===== config.mk =====
export PLATFORM = sky130hd
export DESIGN_NAME = stt_cell
export DESIGN_NICKNAME = d
export VERILOG_FILES = /design/src/rtl/core/stt_pkg.sv /design/src/rtl/core/stt_cell.sv
export SDC_FILE = /design/constraint.sdc
export NUM_CORES = 1
export LEC_CHECK = 0
export ABC_CLOCK_PERIOD_IN_PS = 5200
export BUFFER_PORTS_ARGS = -buffer_cell sky130_fd_sc_hd__buf_4
export CAP_MARGIN = 20
export CELL_PAD_IN_SITES_DETAIL_PLACEMENT = 1
export CELL_PAD_IN_SITES_GLOBAL_PLACEMENT = 1
export CORE_ASPECT_RATIO = 0.9
export CORE_MARGIN = 1
export CORE_UTILIZATION = 40
export DETAILED_ROUTE_END_ITERATION = 16
export PLACE_DENSITY = 0.78
export SETUP_SLACK_MARGIN = 0.3
export SLEW_MARGIN = 20
export SYNTH_ARGS = -nofsm -noshare
export SYNTH_HDL_FRONTEND = slang
export SYNTH_SLANG_ARGS = --single-unit

===== constraint.sdc =====
create_clock -name clk_i -period 5.2 [get_ports clk_i]
set_clock_uncertainty 0.2 [all_clocks]
set_input_delay 1.04 -clock clk_i [delete_from_list [all_inputs] [get_ports clk_i]]
set_output_delay 1.04 -clock clk_i [all_outputs]
set_load 0.02 [all_outputs]

===== src/rtl/core/stt_pkg.sv =====
`timescale 1ns / 1ps
// ----------------------------------------------------------------------------
// stt_pkg: shared types and constants of the software timer table
// Operation and result codes, option bits, and the transaction token that
// walks down the row of timer cells.
// ----------------------------------------------------------------------------
package stt_pkg;

  typedef enum logic [2:0] {
    OP_TICK   = 3'd0,
    OP_CREATE = 3'd1,
    OP_START  = 3'd2,
    OP_STOP   = 3'd3,
    OP_SETOPT = 3'd4
  } op_e;

  typedef enum logic [1:0] {
    KIND_FIRED   = 2'd0,
    KIND_CREATED = 2'd1,
    KIND_FULL    = 2'd2
  } kind_e;

  localparam int OPT_SEND     = 0;
  localparam int OPT_PERIODIC = 1;
  localparam int OPT_FREE     = 2;

  localparam int CNT_W = 5;
  localparam logic [CNT_W-1:0] MAX_RESULTS = 5'd16;

  // One transaction in flight. For a tick, flag/slot hold a fired result that
  // waits until we know whether it is the final one. For a create, they hold
  // the claimed slot.
  typedef struct packed {
    logic             valid;
    logic [2:0]       op;
    logic [3:0]       idx;
    logic [31:0]      period;
    logic [2:0]       opts;
    logic             flag;
    logic [3:0]       slot;
    logic [CNT_W-1:0] cnt;
  } tok_t;

  typedef struct packed {
    logic       valid;
    kind_e      kind;
    logic [3:0] slot;
    logic       last;
  } emit_t;

endpackage


===== src/rtl/core/stt_cell.sv =====
`timescale 1ns / 1ps
// ----------------------------------------------------------------------------
// stt_cell: one timer slot
// Holds the state of one timer, acts on the token as it passes and hands the
// token to the next cell.
// ----------------------------------------------------------------------------
module stt_cell #(
  parameter int SLOT_ID = 0
) (
  input  logic          clk_i,
  input  logic          rst_ni,
  input  logic          adv_i,
  input  logic [31:0]   tick_i,
  input  stt_pkg::tok_t tok_i,
  output stt_pkg::tok_t tok_o,
  output stt_pkg::emit_t emit_o
);

  localparam logic [3:0] SlotLow = 4'(SLOT_ID);
  localparam bit Addressable = (SLOT_ID < 16);

  stt_pkg::tok_t tok_d, tok_q;
  logic          alloc_d, alloc_q;
  logic          armed_d, armed_q;
  logic [31:0]   period_d, period_q;
  logic [31:0]   expiry_d, expiry_q;
  logic [2:0]    opts_d, opts_q;

  logic        sel;
  logic        hit;
  logic        fire;
  logic        claim;
  logic [31:0] rearm;

  assign sel   = Addressable && (tok_i.idx == SlotLow);
  assign rearm = tick_i + period_q;
  assign hit   = tok_i.valid && (tok_i.op == stt_pkg::OP_TICK) && alloc_q && armed_q &&
                 (expiry_q == tick_i);
  assign fire  = hit && opts_q[stt_pkg::OPT_SEND] && (tok_i.cnt < stt_pkg::MAX_RESULTS);
  assign claim = tok_i.valid && (tok_i.op == stt_pkg::OP_CREATE) && !tok_i.flag && !alloc_q;

  always_comb begin
    tok_d = tok_i;
    if (fire || claim) begin
      tok_d.flag = 1'b1;
      tok_d.slot = SlotLow;
    end
    if (fire) begin
      tok_d.cnt = tok_i.cnt + 1'b1;
    end
  end

  // A new fired result pushes out the one held in the token, which therefore
  // cannot be the final result.
  always_comb begin
    emit_o       = '0;
    emit_o.valid = fire && tok_i.flag;
    emit_o.kind  = stt_pkg::KIND_FIRED;
    emit_o.slot  = tok_i.slot;
    emit_o.last  = 1'b0;
  end

  always_comb begin
    alloc_d  = alloc_q;
    armed_d  = armed_q;
    period_d = period_q;
    expiry_d = expiry_q;
    opts_d   = opts_q;
    if (hit) begin
      armed_d = 1'b0;
      if (opts_q[stt_pkg::OPT_PERIODIC]) begin
        expiry_d = rearm;
        armed_d  = 1'b1;
      end else if (opts_q[stt_pkg::OPT_FREE]) begin
        alloc_d = 1'b0;
      end
    end
    if (claim) begin
      alloc_d  = 1'b1;
      armed_d  = 1'b0;
      period_d = tok_i.period;
      opts_d   = tok_i.opts;
    end
    if (tok_i.valid && sel) begin
      if ((tok_i.op == stt_pkg::OP_START) && alloc_q) begin
        expiry_d = rearm;
        armed_d  = 1'b1;
      end
      if (tok_i.op == stt_pkg::OP_STOP) begin
        armed_d = 1'b0;
        alloc_d = 1'b0;
      end
      if ((tok_i.op == stt_pkg::OP_SETOPT) && alloc_q) begin
        opts_d = tok_i.opts;
      end
    end
  end

  always_ff @(posedge clk_i or negedge rst_ni) begin
    if (!rst_ni) begin
      tok_q   <= '0;
      alloc_q <= 1'b0;
      armed_q <= 1'b0;
    end else if (adv_i) begin
      tok_q   <= tok_d;
      alloc_q <= alloc_d;
      armed_q <= armed_d;
    end
  end

  always_ff @(posedge clk_i) begin
    if (adv_i) begin
      period_q <= period_d;
      expiry_q <= expiry_d;
      opts_q   <= opts_d;
    end
  end

  assign tok_o = tok_q;

endmodule


==> Word-level counts from Yosys, hierarchy flattened <==
Index checks and enable logic that the tools add are counted.
Widths: inputs -> output; s select.
{ "word_totals": {"regBits": 122, "latch_bits": 0, "ram_bits": 0, "romBits": 0, "inputBits": 88, "word_cells": 61, "mem_count": 0} }
{ "op_classes": {"add_sub_neg": 2, "mul": 0, "div_mod_pow": 0, "magnitude_cmp": 1, "n_eq_ne": 5, "shifts": 0, "muxes": 21, "n_bitwise": 0, "reduce_logical": 19} }
{ "op_table": {"columns": ["op", "count"], "rows": [
  ["$mux 32", 4],
  ["$add 32x32->32", 1],
  ["$eq 32x32->1", 1],
  ["$logic_and 1x1->1", 13],
  ["$mux 1", 12],
  ["$mux 5", 2],
  ["$mux 3", 3],
  ["$eq 3x2->1 const B", 2],
  ["$add 5x1->5 const B", 1],
  ["$lt 5x5->1 const B", 1],
  ["$logic_not 4->1", 1],
  ["$eq 3x1->1 const B", 1],
  ["$eq 3x3->1 const B", 1],
  ["$logic_not 3->1", 1],
  ["$logic_not 1->1", 2],
  ["$reduce_and 2->1", 1],
  ["$logic_or 1x1->1", 1]
]} }

==> Longest topological paths before layout <==
{ "logic_depth": {"depth_word": 10, "depth_mapped": 11, "ltp_nobuf": 11} }

==> Worst setup path before layout <==
No wires, ideal clock.
{ "synth_path": {"path_type": "input-to-output", "startpoint": "input tok_i[51] (netlist name)", "endpoint": "output emit_o[7] (netlist name)", "arrival_ns": 2.577, "slack_ns": 1.383, "path_stages": 6, "n_path_buf": 0, "path_cell_list": "or3b_1 nor3_1 and4_1 nand4_1 nor3b_4 and2_1"} }
{ "synth_rtl": {"columns": ["element", "line", "source"], "rows": [
  ["start, declared", "stt_cell.sv:14", "input stt_pkg::tok_t tok_i,"],
  ["end, declared", "stt_cell.sv:16", "output stt_pkg::emit_t emit_o"]
]} }

==> impl_metrics.json <==
{
  "dp.cells": 877,
  "synth_top_cell_area_share_pct": 30.4,
  "hold_path.class": "reg2reg",
  "synthCells": 544,
  "drive_above_1_share_pct": 36.3,
  "die_w_um": 138,
  "critPathLaunchType": "input pin",
  "final_antenna_net_count": 0,
  "timing.slew.headroom_pct": 40.1,
  "synth-async-reset-ratio_pct": 45.1,
  "netlist_area_um2": 6620,
  "antenna_cells": 0,
  "area_growth_pct": 28.2,
  "antenna_found_initial": 0,
  "nets": 810,
  "tritoncts": "yes",
  "cts_buffers": 17,
  "grt_pass1_wl_mm": 27.5,
  "path_class": "in2out",
  "crit_slowest_cell": "nor3b_4",
  "io_buffers": 145,
  "yosysWarnings": 0,
  "firstDrtPassIters": 4,
  "setup_tns_ps": 0,
  "crit_top_cell": "buf_4",
  "avgSynthCellArea_um2": 12.2,
  "cp.required_ps": 3960,
  "synth_seq_cells": 122,
  "fmax_mhz": 217,
  "placementRows": 44,
  "p_per_area_nw_per_um2": 322,
  "peakVddDrop_mv": 0.229,
  "finalMaxSlewViolations": 0,
  "cts_resized": 0,
  "place_congestion": 0.873,
  "synth_edf_count": 67,
  "crit_fanout": 8,
  "postCtsSetupBuffers": 0,
  "clkSinkCount": 122,
  "yosys-top-cells-area": "edfxtp_1, dfrtp_1, mux2_2",
  "setup-violations-final": 0,
  "coreArea_um2": 16100,
  "period_minus_slack_ps": 4610,
  "gr-total-overflow": 0,
  "post_drt_wl_per_cell_um": 19.2,
  "cp_slowest_stage_delay_ps": 440,
  "drv_cap": 0,
  "clockBufferDepth": 2,
  "io_pins": 149,
  "fp.dieH_um": 124,
  "clkTransAtPathRegs_ps": 60,
  "p_leak_nw": 3.59,
  "dp_hpwl_mm": 13.1,
  "synth_top_area_cell": "edfxtp_1",
  "hold_violations": 0,
  "avgViaCountPerCell": 5.39,
  "drc_errors": 0,
  "routed_wl_mm": 17.5,
  "drt-initial-drc-count": 268,
  "grt_pass1_vias": 5335,
  "layout.cells.non_filler": 909,
  "htree_levels": 4,
  "path_cells": "buf_4, or3b_1, nor3_1, and4_1, nand4_1, nor3b_4, and2_1, buf_4",
  "clock_latency_ps": 420,
  "hold_buffers": 0,
  "die_area_um2": 17100,
  "routed-via-count": 4895,
  "worstMarginPinSlew_ps": 899,
  "grt.total_usage_pct": 21.8,
  "start_util_pct": 41.0,
  "grt_max_degree": 60,
  "rsz0062_at_grt": "false",
  "yosysUniqueCellTypes": 58,
  "arrival_ps": 3370,
  "synth-seq-area-share_pct": 51.2,
  "status": "complete, no violations",
  "cp-end-kind": "output port",
  "cts_root_buf": "clkbuf_16",
  "period_share_pct": 88.6,
  "synth-main-ff-cell": "edfxtp_1"
}
-- cell families after synthesis --
| group | count (synthesis) | share of synthesized area [%] |
|---|---|---|
| adders and majority gates | 33 | 6.36 |
| muxes | 66 | 11.2 |
| other | 1 | 0.0567 |
| DFF | 122 | 51.2 |
| xor gates and xnor gates | 63 | 8.34 |
| and+or+nand+nor | 111 | 8.85 |
| AOI/OAI and AO/OA | 113 | 11.3 |
| buffers and inverters | 35 | 2.67 |
-- state kept, by name, indices dropped and copies added, names as in the netlist --
| name | flops |
|---|---|
| period_q | 32 |
| alloc_q | 1 |
| expiry_q | 32 |
| opts_q | 3 |
| tok_o | 53 |
| armed_q | 1 |
-- power by group --
part / internal (W) / switching, W / leakage [nW]
Sequential: 0.00108 / 0.0000331 / 1.28
Combinational: 0.000206 / 0.000229 / 2.02
Clock: 0.000724 / 0.000452 / 0.299
-- cells in the final DEF, fill, tap and decap left out, drive strengths merged, types with 4 or more instances in the layout --
| cell | Yosys | routed |
|---|---|---|
| a211oi | 4 | 4 |
| a21o | 15 | 15 |
| a21oi | 32 | 32 |
| a22o | 4 | 4 |
| a31oi | 4 | 4 |
| buf | 12 | 148 |
| clkbuf | 12 | 22 |
| clkinv | 0 | 5 |
| dfrtp | 55 | 55 |
| edfxtp | 67 | 67 |
| ha | 32 | 32 |
| inv | 11 | 15 |
| mux2 | 64 | 64 |
| nand2 | 30 | 30 |
| nand2b | 7 | 7 |
| nand3 | 8 | 8 |
| nand4 | 11 | 11 |
| nor2 | 22 | 22 |
| nor3 | 10 | 10 |
| nor3b | 4 | 4 |
| nor4 | 4 | 4 |
| o21ai | 28 | 28 |
| o21bai | 4 | 4 |
| o41ai | 4 | 4 |
| xnor2 | 35 | 35 |
| xor2 | 28 | 28 |
-- cells in the mapped netlist (2+ instances only) --
| master | count |
|---|---|
| clkbuf_1 | 12 |
| mux2i_1 | 2 |
| nand3_1 | 8 |
| mux2_2 | 64 |
| nand2_1 | 30 |
| edfxtp_1 | 67 |
| nor2b_1 | 3 |
| dfrtp_1 | 55 |
| o31ai_1 | 2 |
| a211oi_1 | 3 |
| and4_1 | 2 |
| a21o_1 | 15 |
| a21oi_1 | 31 |
| xnor2_1 | 35 |
| xor2_1 | 28 |
| buf_2 | 3 |
| o21ai_1 | 5 |
| buf_4 | 7 |
| and2_1 | 3 |
| nand4_1 | 11 |
| o21ai_0 | 23 |
| ha_1 | 32 |
| o31a_1 | 2 |
| and3_1 | 2 |
| o21a_1 | 3 |
| inv_1 | 11 |
| nor3_1 | 9 |
| o211ai_1 | 2 |
| nand2b_1 | 7 |
| o2111ai_1 | 2 |
| nor2_1 | 22 |
| a31oi_1 | 4 |
| o41ai_2 | 2 |
| o21bai_1 | 4 |
| buf_6 | 2 |
| o41ai_1 | 2 |
| a22o_1 | 4 |
| nor4_1 | 4 |
| nor3b_1 | 2 |
-- area by class of cell --
cell class / count / area [um^2]
clock buffer: 22 / 528
timing repair buffer: 148 / 1120
sequential: 122 / 3390
inverter: 11 / 41.3
tap: 207 / 259
clock inverter: 10 / 73.8
multi-input combinational: 389 / 3070
fill: 1732 / 7650
-- critical path: cells and delay by family --
kind	cells	cell delay [ps]
buf+inv	2	270
simple gates	6	2050
-- metrics by stage --
| stage | setup slack (ps) | hold WS [ps] | area, um^2 | util [%] | power [W] |
|---|---|---|---|---|---|
| 6_report | 593 | 305 | 8480 | 52.6 | 0.00273 |
| 3_5_place_dp | 662 | 297 | 7880 | 48.8 | 0.00157 |
| 4_1_cts | 629 | 311 | 8480 | 52.6 | 0.00277 |
| 5_1_grt | 513 | 318 | 8480 | 52.6 | 0.00284 |
| 3_3_place_gp | 674 | 292 | 7880 | 48.8 | 0.00155 |
| 2_1_floorplan | 1380 | 272 | 6620 | - | 0.00137 |
-- worst paths after layout --
| check | start | to | slack [ps] | depth (start not counted) |
|---|---|---|---|---|
| worst max-delay path | tok_i[51] | emit_o[7] | 590 | 8 |
| worst min register to register | tok_o[26]$_DFFE_PN0P_ | tok_o[26]$_DFFE_PN0P_ | 310 | 1 |
| max in group asynchronous | rst_ni | tok_o[36]$_DFFE_PN0P_ | 3820 | 1 |
| worst min-delay path | tok_o[26]$_DFFE_PN0P_ | tok_o[26]$_DFFE_PN0P_ | 310 | 1 |
| min in group asynchronous | rst_ni | tok_o[13]$_DFFE_PN0P_ | 490 | 1 |
| worst max register to register | period_q[0]$_DFFE_PP_ | expiry_q[28]$_DFFE_PP_ | 1870 | 11 |
-- routing by layer --
metal | up-vias | share of wire (%) | wire length [um] | global-route usage [%]
li1 | 2302 | - | - | -
met1 | 2408 | 44 | 7630 | 27.2
met2 | 150 | 48 | 8320 | 35.3
met3 | 35 | 5.9 | 1040 | 5.29
met4 | 0 | 2.9 | 504 | 10.5
met5 | - | 0 | 0 | 0
Power figures use the tool's default switching activity.
