===== src/rtl/core/stt_pkg.sv =====
`timescale 1ns / 1ps
// ----------------------------------------------------------------------------
// stt_pkg: shared types and constants of the software timer table
// Operation and result codes, option bits, and the transaction token that
// walks down the row of timer cells.
// ----------------------------------------------------------------------------
package stt_pkg;

  typedef enum logic [2:0] {
    OP_TICK   = 3'd0,
    OP_CREATE = 3'd1,
    OP_START  = 3'd2,
    OP_STOP   = 3'd3,
    OP_SETOPT = 3'd4
  } op_e;

  typedef enum logic [1:0] {
    KIND_FIRED   = 2'd0,
    KIND_CREATED = 2'd1,
    KIND_FULL    = 2'd2
  } kind_e;

  localparam int OPT_SEND     = 0;
  localparam int OPT_PERIODIC = 1;
  localparam int OPT_FREE     = 2;

  localparam int CNT_W = 5;
  localparam logic [CNT_W-1:0] MAX_RESULTS = 5'd16;

  // One transaction in flight. For a tick, flag/slot hold a fired result that
  // waits until we know whether it is the final one. For a create, they hold
  // the claimed slot.
  typedef struct packed {
    logic             valid;
    logic [2:0]       op;
    logic [3:0]       idx;
    logic [31:0]      period;
    logic [2:0]       opts;
    logic             flag;
    logic [3:0]       slot;
    logic [CNT_W-1:0] cnt;
  } tok_t;

  typedef struct packed {
    logic       valid;
    kind_e      kind;
    logic [3:0] slot;
    logic       last;
  } emit_t;

endpackage


===== src/rtl/core/stt_out_stage.sv =====
`timescale 1ns / 1ps
// ----------------------------------------------------------------------------
// stt_out_stage: result collection and output register
// Gathers the result of the active cell or of the chain tail, registers it
// toward the output and freezes the chain while a result waits on a full, stalled output.
// ----------------------------------------------------------------------------
module stt_out_stage #(
  parameter int TIMER_COUNT = 16
) (
  input  logic           clk_i,
  input  logic           rst_ni,
  input  stt_pkg::emit_t cell_emit_i [TIMER_COUNT],
  input  stt_pkg::tok_t  tail_i,
  input  logic [31:0]    tick_i,
  output logic           adv_o,
  output logic           done_o,
  output logic           out_valid_o,
  input  logic           out_stall_i,
  output logic [1:0]     kind_o,
  output logic [3:0]     slot_o,
  output logic [31:0]    fire_time_o,
  output logic           last_o
);

  stt_pkg::emit_t cell_sel;
  stt_pkg::emit_t tail_emit;
  stt_pkg::emit_t src;
  logic           out_free;

  logic           out_valid_d, out_valid_q;
  stt_pkg::emit_t res_q;
  logic [31:0]    time_q;

  // Only the cell holding the token can emit, so an OR picks it out.
  always_comb begin
    cell_sel = '0;
    for (int i = 0; i < TIMER_COUNT; i++) begin
      cell_sel = stt_pkg::emit_t'(cell_sel | cell_emit_i[i]);
    end
  end

  always_comb begin
    tail_emit      = '0;
    tail_emit.last = 1'b1;
    tail_emit.kind = stt_pkg::KIND_FIRED;
    if (tail_i.valid && (tail_i.op == stt_pkg::OP_TICK) && tail_i.flag) begin
      tail_emit.valid = 1'b1;
      tail_emit.slot  = tail_i.slot;
    end
    if (tail_i.valid && (tail_i.op == stt_pkg::OP_CREATE)) begin
      tail_emit.valid = 1'b1;
      tail_emit.kind  = tail_i.flag ? stt_pkg::KIND_CREATED : stt_pkg::KIND_FULL;
      tail_emit.slot  = tail_i.flag ? tail_i.slot : 4'd0;
    end
  end

  assign src      = cell_sel.valid ? cell_sel : tail_emit;
  assign out_free = !out_valid_q || !out_stall_i;
  assign adv_o    = !src.valid || out_free;
  assign done_o   = tail_i.valid && adv_o;

  always_comb begin
    out_valid_d = out_valid_q;
    if (src.valid && out_free) begin
      out_valid_d = 1'b1;
    end else if (!out_stall_i) begin
      out_valid_d = 1'b0;
    end
  end

  always_ff @(posedge clk_i or negedge rst_ni) begin
    if (!rst_ni) begin
      out_valid_q <= 1'b0;
    end else begin
      out_valid_q <= out_valid_d;
    end
  end

  always_ff @(posedge clk_i) begin
    if (src.valid && out_free) begin
      res_q  <= src;
      time_q <= tick_i;
    end
  end

  assign out_valid_o = out_valid_q;
  assign kind_o      = res_q.kind;
  assign slot_o      = res_q.slot;
  assign fire_time_o = time_q;
  assign last_o      = res_q.last;

endmodule


===== config.mk =====
export PLATFORM = sky130hd
export DESIGN_NAME = stt_out_stage
export DESIGN_NICKNAME = d
export VERILOG_FILES = /design/src/rtl/core/stt_pkg.sv /design/src/rtl/core/stt_out_stage.sv
export SDC_FILE = /design/constraint.sdc
export NUM_CORES = 1
export LEC_CHECK = 0
export BUFFER_PORTS_ARGS = -buffer_cell sky130_fd_sc_hd__buf_2
export CORE_AREA = 2 2 101 103
export CTS_BUF_LIST = sky130_fd_sc_hd__clkbuf_8 sky130_fd_sc_hd__clkbuf_16
export CTS_CLUSTER_SIZE = 28
export DETAILED_ROUTE_END_ITERATION = 10
export DIE_AREA = 0 0 103 105
export MAX_ROUTING_LAYER = met4
export SYNTH_ARGS = -nofsm -noshare
export SYNTH_HDL_FRONTEND = slang
export SYNTH_SLANG_ARGS = --single-unit

===== constraint.sdc =====
create_clock -name clk_i -period 3.78 [get_ports clk_i]
set_input_delay 0.756 -clock clk_i [delete_from_list [all_inputs] [get_ports clk_i]]
set_output_delay 0.756 -clock clk_i [all_outputs]
set_load 0.05 [all_outputs]

== After elaboration in Yosys (flattened, before gate mapping) ==
Index checks and enable logic that the tools add are counted.

* Register bits after elaboration: 40
* Bits in latches: 0
* Bits in writable memories: 0
* Memory bits (read-only): 0
* Word-level logic and storage cells: 41
* Memories: 0

* Add/sub/neg operators: 0
* Multiply operators: 0
* Div/mod/pow operators: 0
* Magnitude comparators: 0
* Eq/ne operators: 2
* Shift operators: 0
* Muxes and demuxes: 8
* Bitwise operators: 15
* Reductions and logical operators: 11

{| class="wikitable"
|+ Operator list
! operator !! count
|-
| 8-bit bitwise OR || 15
|-
| 4-bit two-way mux || 2
|-
| 8-bit two-way mux || 1
|-
| 7-bit two-way mux || 1
|-
| 1-bit logical AND || 5
|-
| 3-bit by 1-bit == test with 1-bit output, second input constant || 1
|-
| 1-bit logical NOT || 3
|-
| 3-bit logical NOT || 1
|-
| 1-bit two-way mux || 3
|-
| 1-bit logical OR || 2
|-
| 2-bit two-way mux || 1
|-
| 2-bit by 1-bit inequality test with 1-bit output, second input constant || 1
|}

== Logic depth before layout (Yosys ltp) ==
* Depth in word-level cells: 19
* Gate-level depth with buffers: 4
* Depth with buffers taken out: 3

== Worst setup path before layout ==
Ideal clock, no wire load.

* Kind: input -> register
* Start point: in tail_i[50] (netlist name)
* End point: reg time_q[0] (netlist: fire_time_o[0]) (enable)
* Arrival time: 4067 ps
* Required time: 3285 ps
* Path slack: -781 ps
* Cell stages on the path: 3
* Buffers on the path: 0
* Path through: nor3b_1 > o21ai_0 > a21boi_0

* Cells in the longest elaborated chain, start to end: 7
* Elaborated cells between the ends (all ways): 9

{| class="wikitable"
|+ Ends and longest elaborated chain
! item !! RTL line !! text
|-
| from (decl) || stt_out_stage.sv:13 || <nowiki>input stt_pkg::tok_t tail_i,</nowiki>
|-
| 3-bit logical NOT || stt_out_stage.sv:46 || <nowiki>if (tail_i.valid && (tail_i.op == stt_pkg::OP_TICK) && tail_i.flag) begin</nowiki>
|-
| 1-bit logical AND (2 in a row) || stt_out_stage.sv:46 ||
|-
| 1-bit two-way mux || stt_out_stage.sv:46 ||
|-
| 7-bit two-way mux (*) || stt_out_stage.sv:50 || <nowiki>if (tail_i.valid && (tail_i.op == stt_pkg::OP_CREATE)) begin</nowiki>
|-
| 8-bit two-way mux (*) || stt_out_stage.sv:57 || <nowiki>assign src = cell_sel.valid ? cell_sel : tail_emit;</nowiki>
|-
| 1-bit logical AND (*) || stt_out_stage.sv:80 || <nowiki>if (src.valid && out_free) begin</nowiki>
|-
| to (signal assigned) || stt_out_stage.sv:82 || <nowiki>time_q <= tick_i;</nowiki>
|-
| to (decl) || stt_out_stage.sv:32 || <nowiki>logic [31:0] time_q;</nowiki>
|}

Mark *: on every way between the ends. The rest lies on a longest branch, timed or not.
A chain may end at the register's enable or synchronous reset.

== Worst setup path in the final report ==
* Start point: in cell_emit_i[7] (netlist name)
* End point: out done_o

* Cells in the longest elaborated chain, start to end: 5

{| class="wikitable"
|+ Ends and longest elaborated chain
! item !! RTL line !! text
|-
| from (decl) || stt_out_stage.sv:12 || <nowiki>input stt_pkg::emit_t cell_emit_i [TIMER_COUNT],</nowiki>
|-
| 8-bit bitwise OR || stt_out_stage.sv:38 || <nowiki>cell_sel = stt_pkg::emit_t'(cell_sel | cell_emit_i[i]);</nowiki>
|-
| 8-bit two-way mux || stt_out_stage.sv:57 ||
|-
| 1-bit logical NOT || stt_out_stage.sv:59 || <nowiki>assign adv_o = !src.valid || out_free;</nowiki>
|-
| 1-bit logical OR || stt_out_stage.sv:59 ||
|-
| 1-bit logical AND || stt_out_stage.sv:60 || <nowiki>assign done_o = tail_i.valid && adv_o;</nowiki>
|-
| to (decl) || stt_out_stage.sv:16 || <nowiki>output logic done_o,</nowiki>
|}

Every way passes these cells.

==> impl_summary.log <==
[metrics] Chip Width: 103 um
[metrics] post-cts repair resize count: 0
[metrics] number of global-route vias before repair: 1808
[metrics] detailed-routing iteration count for the pre-antenna-repair pass: 4
[metrics] worst reg2reg path endpoint: fire_time_o[0]
[metrics] GRT Util Overall: 0.104
[metrics] power density over cell area: 347 mW/mm^2
[metrics] site row count: 36
[metrics] fmax: 353 MHz
[metrics] Worst Setup Slack, final: 0.949 ns
[metrics] weighted congestion at the end of routability-driven global placement: 0.719
[metrics] signal arrival time at the worst endpoint: 2.07 ns
[metrics] buffers from clock root to sink, at most: 2
[metrics] Total Nets Final: 540
[metrics] end point of the critical path: done_o
[metrics] vias per inst: 3.92
[metrics] half-perimeter wire length after placement: 5.11 mm
[metrics] TritonCTS clock tree: built
[metrics] Critical Path Sink Type: output pin
[metrics] final core utilization: 0.311
[metrics] Post-DRT Antenna Nets: 0
[metrics] RSZ-0062 raised after global routing: false
[metrics] Post-CTS Hold Buffers: 0
[metrics] cell count after synthesis: 103
[metrics] total length of routed wires: 5.78 mm
[metrics] sequential element share of the synthesized area: 0.733
[metrics] number of warnings printed during yosys synthesis: 0
[metrics] Clk pin slew, worst setup/hold paths: 0.07 ns
[metrics] Slowest Stage Delay on Critical Path: 0.50 ns
[metrics] final worst path period need: 2.83 ns
[metrics] Clock Root Buffer: sky130_fd_sc_hd__clkbuf_8
[metrics] number of cells on the worst reg-to-reg path: 3
[metrics] insertion delay of the later-clocked pin in the worst-skew pair: 0.28 ns
[metrics] post-synth design cell area: 0.00163 sq mm
[metrics] final hold violation count: 0
[metrics] Fin Setup TNS: 0 ns
[metrics] library cell contributing the largest single delay on the critical path: sky130_fd_sc_hd__and4_1
[metrics] overflow left after global routing: 0
[metrics] DRC violation count after routing: 0
[metrics] number of distinct library cells after synthesis: 18
[metrics] Boundary Pins: 258
[metrics] synthesized area per cell: 15.9 sq um
[metrics] most common cell type on the critical path: sky130_fd_sc_hd__buf_2
[metrics] post-synth net total: 319
[metrics] final cycle utilization of the critical path: 0.749
[metrics] critical path type: in2out
[metrics] fraction of final layout cells sized beyond drive strength 1: 0.695
[metrics] fraction of post-synthesis cell area in the top cell type by area: 0.717
[metrics] worst flop-to-flop path startpoint: out_valid_o
[metrics] average wire length per cell after detail routing: 12.6 um
[metrics] Slew Viols, Final: 0
[metrics] leading area contributor after synthesis: sky130_fd_sc_hd__edfxtp_1
[metrics] largest net degree at the start of global routing: 28
[metrics] CTS Buf Count: 5
[metrics] initial DRC count: 57
[metrics] number of antenna diodes: 0
[metrics] Pleak: 1.35 nW
[metrics] Fin Clk Skew: 0.00418 ns
[metrics] crit start category: input pin
[metrics] result of the run: completed
[metrics] worst hold slack: 0.235 ns
[metrics] post-CTS setup buffer count: 0
[metrics] flops & latches, synth: 40
[metrics] number of sinks on the clock net: 40
[metrics] list of cells traversed by the critical path: buf_2, nor4_1, and4_1, a31o_1, buf_2
[metrics] area of the die: 0.0108 sq mm
[metrics] type of the worst min-delay path: in2async
[metrics] Initial Utilization: 0.169
[metrics] H-tree depth: 2
[metrics] WP data required: 3.02 ns
[metrics] global-route wire length before repair: 8.41 mm
[metrics] most frequent cells in the layout: 213 x sky130_fd_sc_hd__buf_2, 39 x sky130_fd_sc_hd__edfxtp_1, 32 x sky130_fd_sc_hd__nor4_1, 7 x sky130_fd_sc_hd__and4_1
[metrics] slack of the worst reg-to-reg path: 2.19 ns
[metrics] routed via count: 1795
[metrics] Die H: 105 um
[metrics] worst max-slew margin expressed relative to the limit: 0.526
[metrics] setup-violating endpoint count in the final report: 0
[metrics] worst setup slack before clock tree synthesis: 0.886 ns
[metrics] slew of the pin with the lowest slew margin: 0.704 ns
[metrics] Core Region: 0.00964 sq mm
[metrics] critical path startpoint: cell_emit_i[7]
[metrics] layout-stage area growth over the synthesis result: 83.8%
[metrics] cells taking the most area after synthesis: sky130_fd_sc_hd__edfxtp_1 72%, sky130_fd_sc_hd__nor4_1 12%, sky130_fd_sc_hd__and4_1 3.8%
[metrics] Power Total: 1.04 mW
[metrics] number of antenna violations at the first check in global routing: 0
[metrics] maximum vdd ir drop: 145 uV
[metrics] CP max FO: 7
[metrics] commonest non-fill, non-tap cell in the layout: sky130_fd_sc_hd__buf_2
[metrics] number of max-cap violations: 0
[metrics] count of buffers from port buffering: 213
[critical path: cells and delay by family]
family / cells / cell delay (ns)
compound gates: 1 / 0.21
buf+inv: 2 / 0.35
simple gates: 2 / 0.75
[routing by layer]
| layer | GRT usage | wire length (um) | vias up |
|---|---|---|---|
| li1 | - | - | 885 |
| met1 | 0.107 | 2100 | 774 |
| met2 | 0.195 | 3020 | 134 |
| met3 | 0.0227 | 625 | 2 |
| met4 | 0.0282 | 37 | 0 |
| met5 | - | 0 | - |
[sequential cells by signal, indices dropped and copies added (netlist names)]
register     cells
fire_time_o     32
slot_o           4
kind_o           2
last_o           1
out_valid_o      1
[worst min-delay path by stage]
stage / slack [ns] / cells after the start / from / endpoint
2_1_floorplan: 0.46 / 0 / rst_ni / out_valid_o
3_3_place_gp: 0.53 / 1 / rst_ni / out_valid_o
3_5_place_dp: 0.53 / 1 / rst_ni / out_valid_o
4_1_cts: 0.22 / 1 / rst_ni / out_valid_o
5_1_grt: 0.22 / 1 / rst_ni / out_valid_o
6_report: 0.23 / 1 / rst_ni / out_valid_o
[cells in the mapped netlist]
cell type / count
sky130_fd_sc_hd__a21boi_0: 1
sky130_fd_sc_hd__a21o_2: 1
sky130_fd_sc_hd__a31o_1: 1
sky130_fd_sc_hd__and2_1: 1
sky130_fd_sc_hd__and4_1: 7
sky130_fd_sc_hd__and4bb_2: 1
sky130_fd_sc_hd__buf_6: 1
sky130_fd_sc_hd__dfrtp_1: 1
sky130_fd_sc_hd__edfxtp_1: 39
sky130_fd_sc_hd__mux2i_1: 6
sky130_fd_sc_hd__nand2_1: 6
sky130_fd_sc_hd__nand3_1: 1
sky130_fd_sc_hd__nand3b_1: 1
sky130_fd_sc_hd__nand4_1: 1
sky130_fd_sc_hd__nor3b_1: 1
sky130_fd_sc_hd__nor4_1: 32
sky130_fd_sc_hd__o21ai_0: 1
sky130_fd_sc_hd__or2_2: 1
[report_power, final]
group          switching [mW]  internal [mW]
Combinational           0.116         0.0832
Clock                   0.136          0.193
Sequential            0.00408          0.508
[final cells by class]
| cell class | instances | area (sq um) |
|---|---|---|
| well taps | 133 | 166 |
| multi-input cells | 62 | 437 |
| repair buffers | 215 | 1090 |
| clock inverters | 3 | 38.8 |
| clock buffers | 5 | 68.8 |
| fillers | 1032 | 6640 |
| flip-flops and latches | 40 | 1200 |
[per-stage QoR]
| step | instances | area (sq um) |
|---|---|---|
| finish | 458 | 3000 |
| global route | 458 | 3000 |
| CTS | 458 | 3000 |
| detailed placement | 450 | 2890 |
| global placement | 450 | 2890 |
| floorplan | 103 | 1630 |
[cells by family after synthesis]
logic type,count (synthesis),share of synthesized area
multiplexers,6,0.0368
AND/OR/NAND/NOR,52,0.205
flip-flops,40,0.733
buffers and inverters,1,0.00690
AO/OA/AOI/OAI,4,0.0184
(Power assumes the default switching activity.)
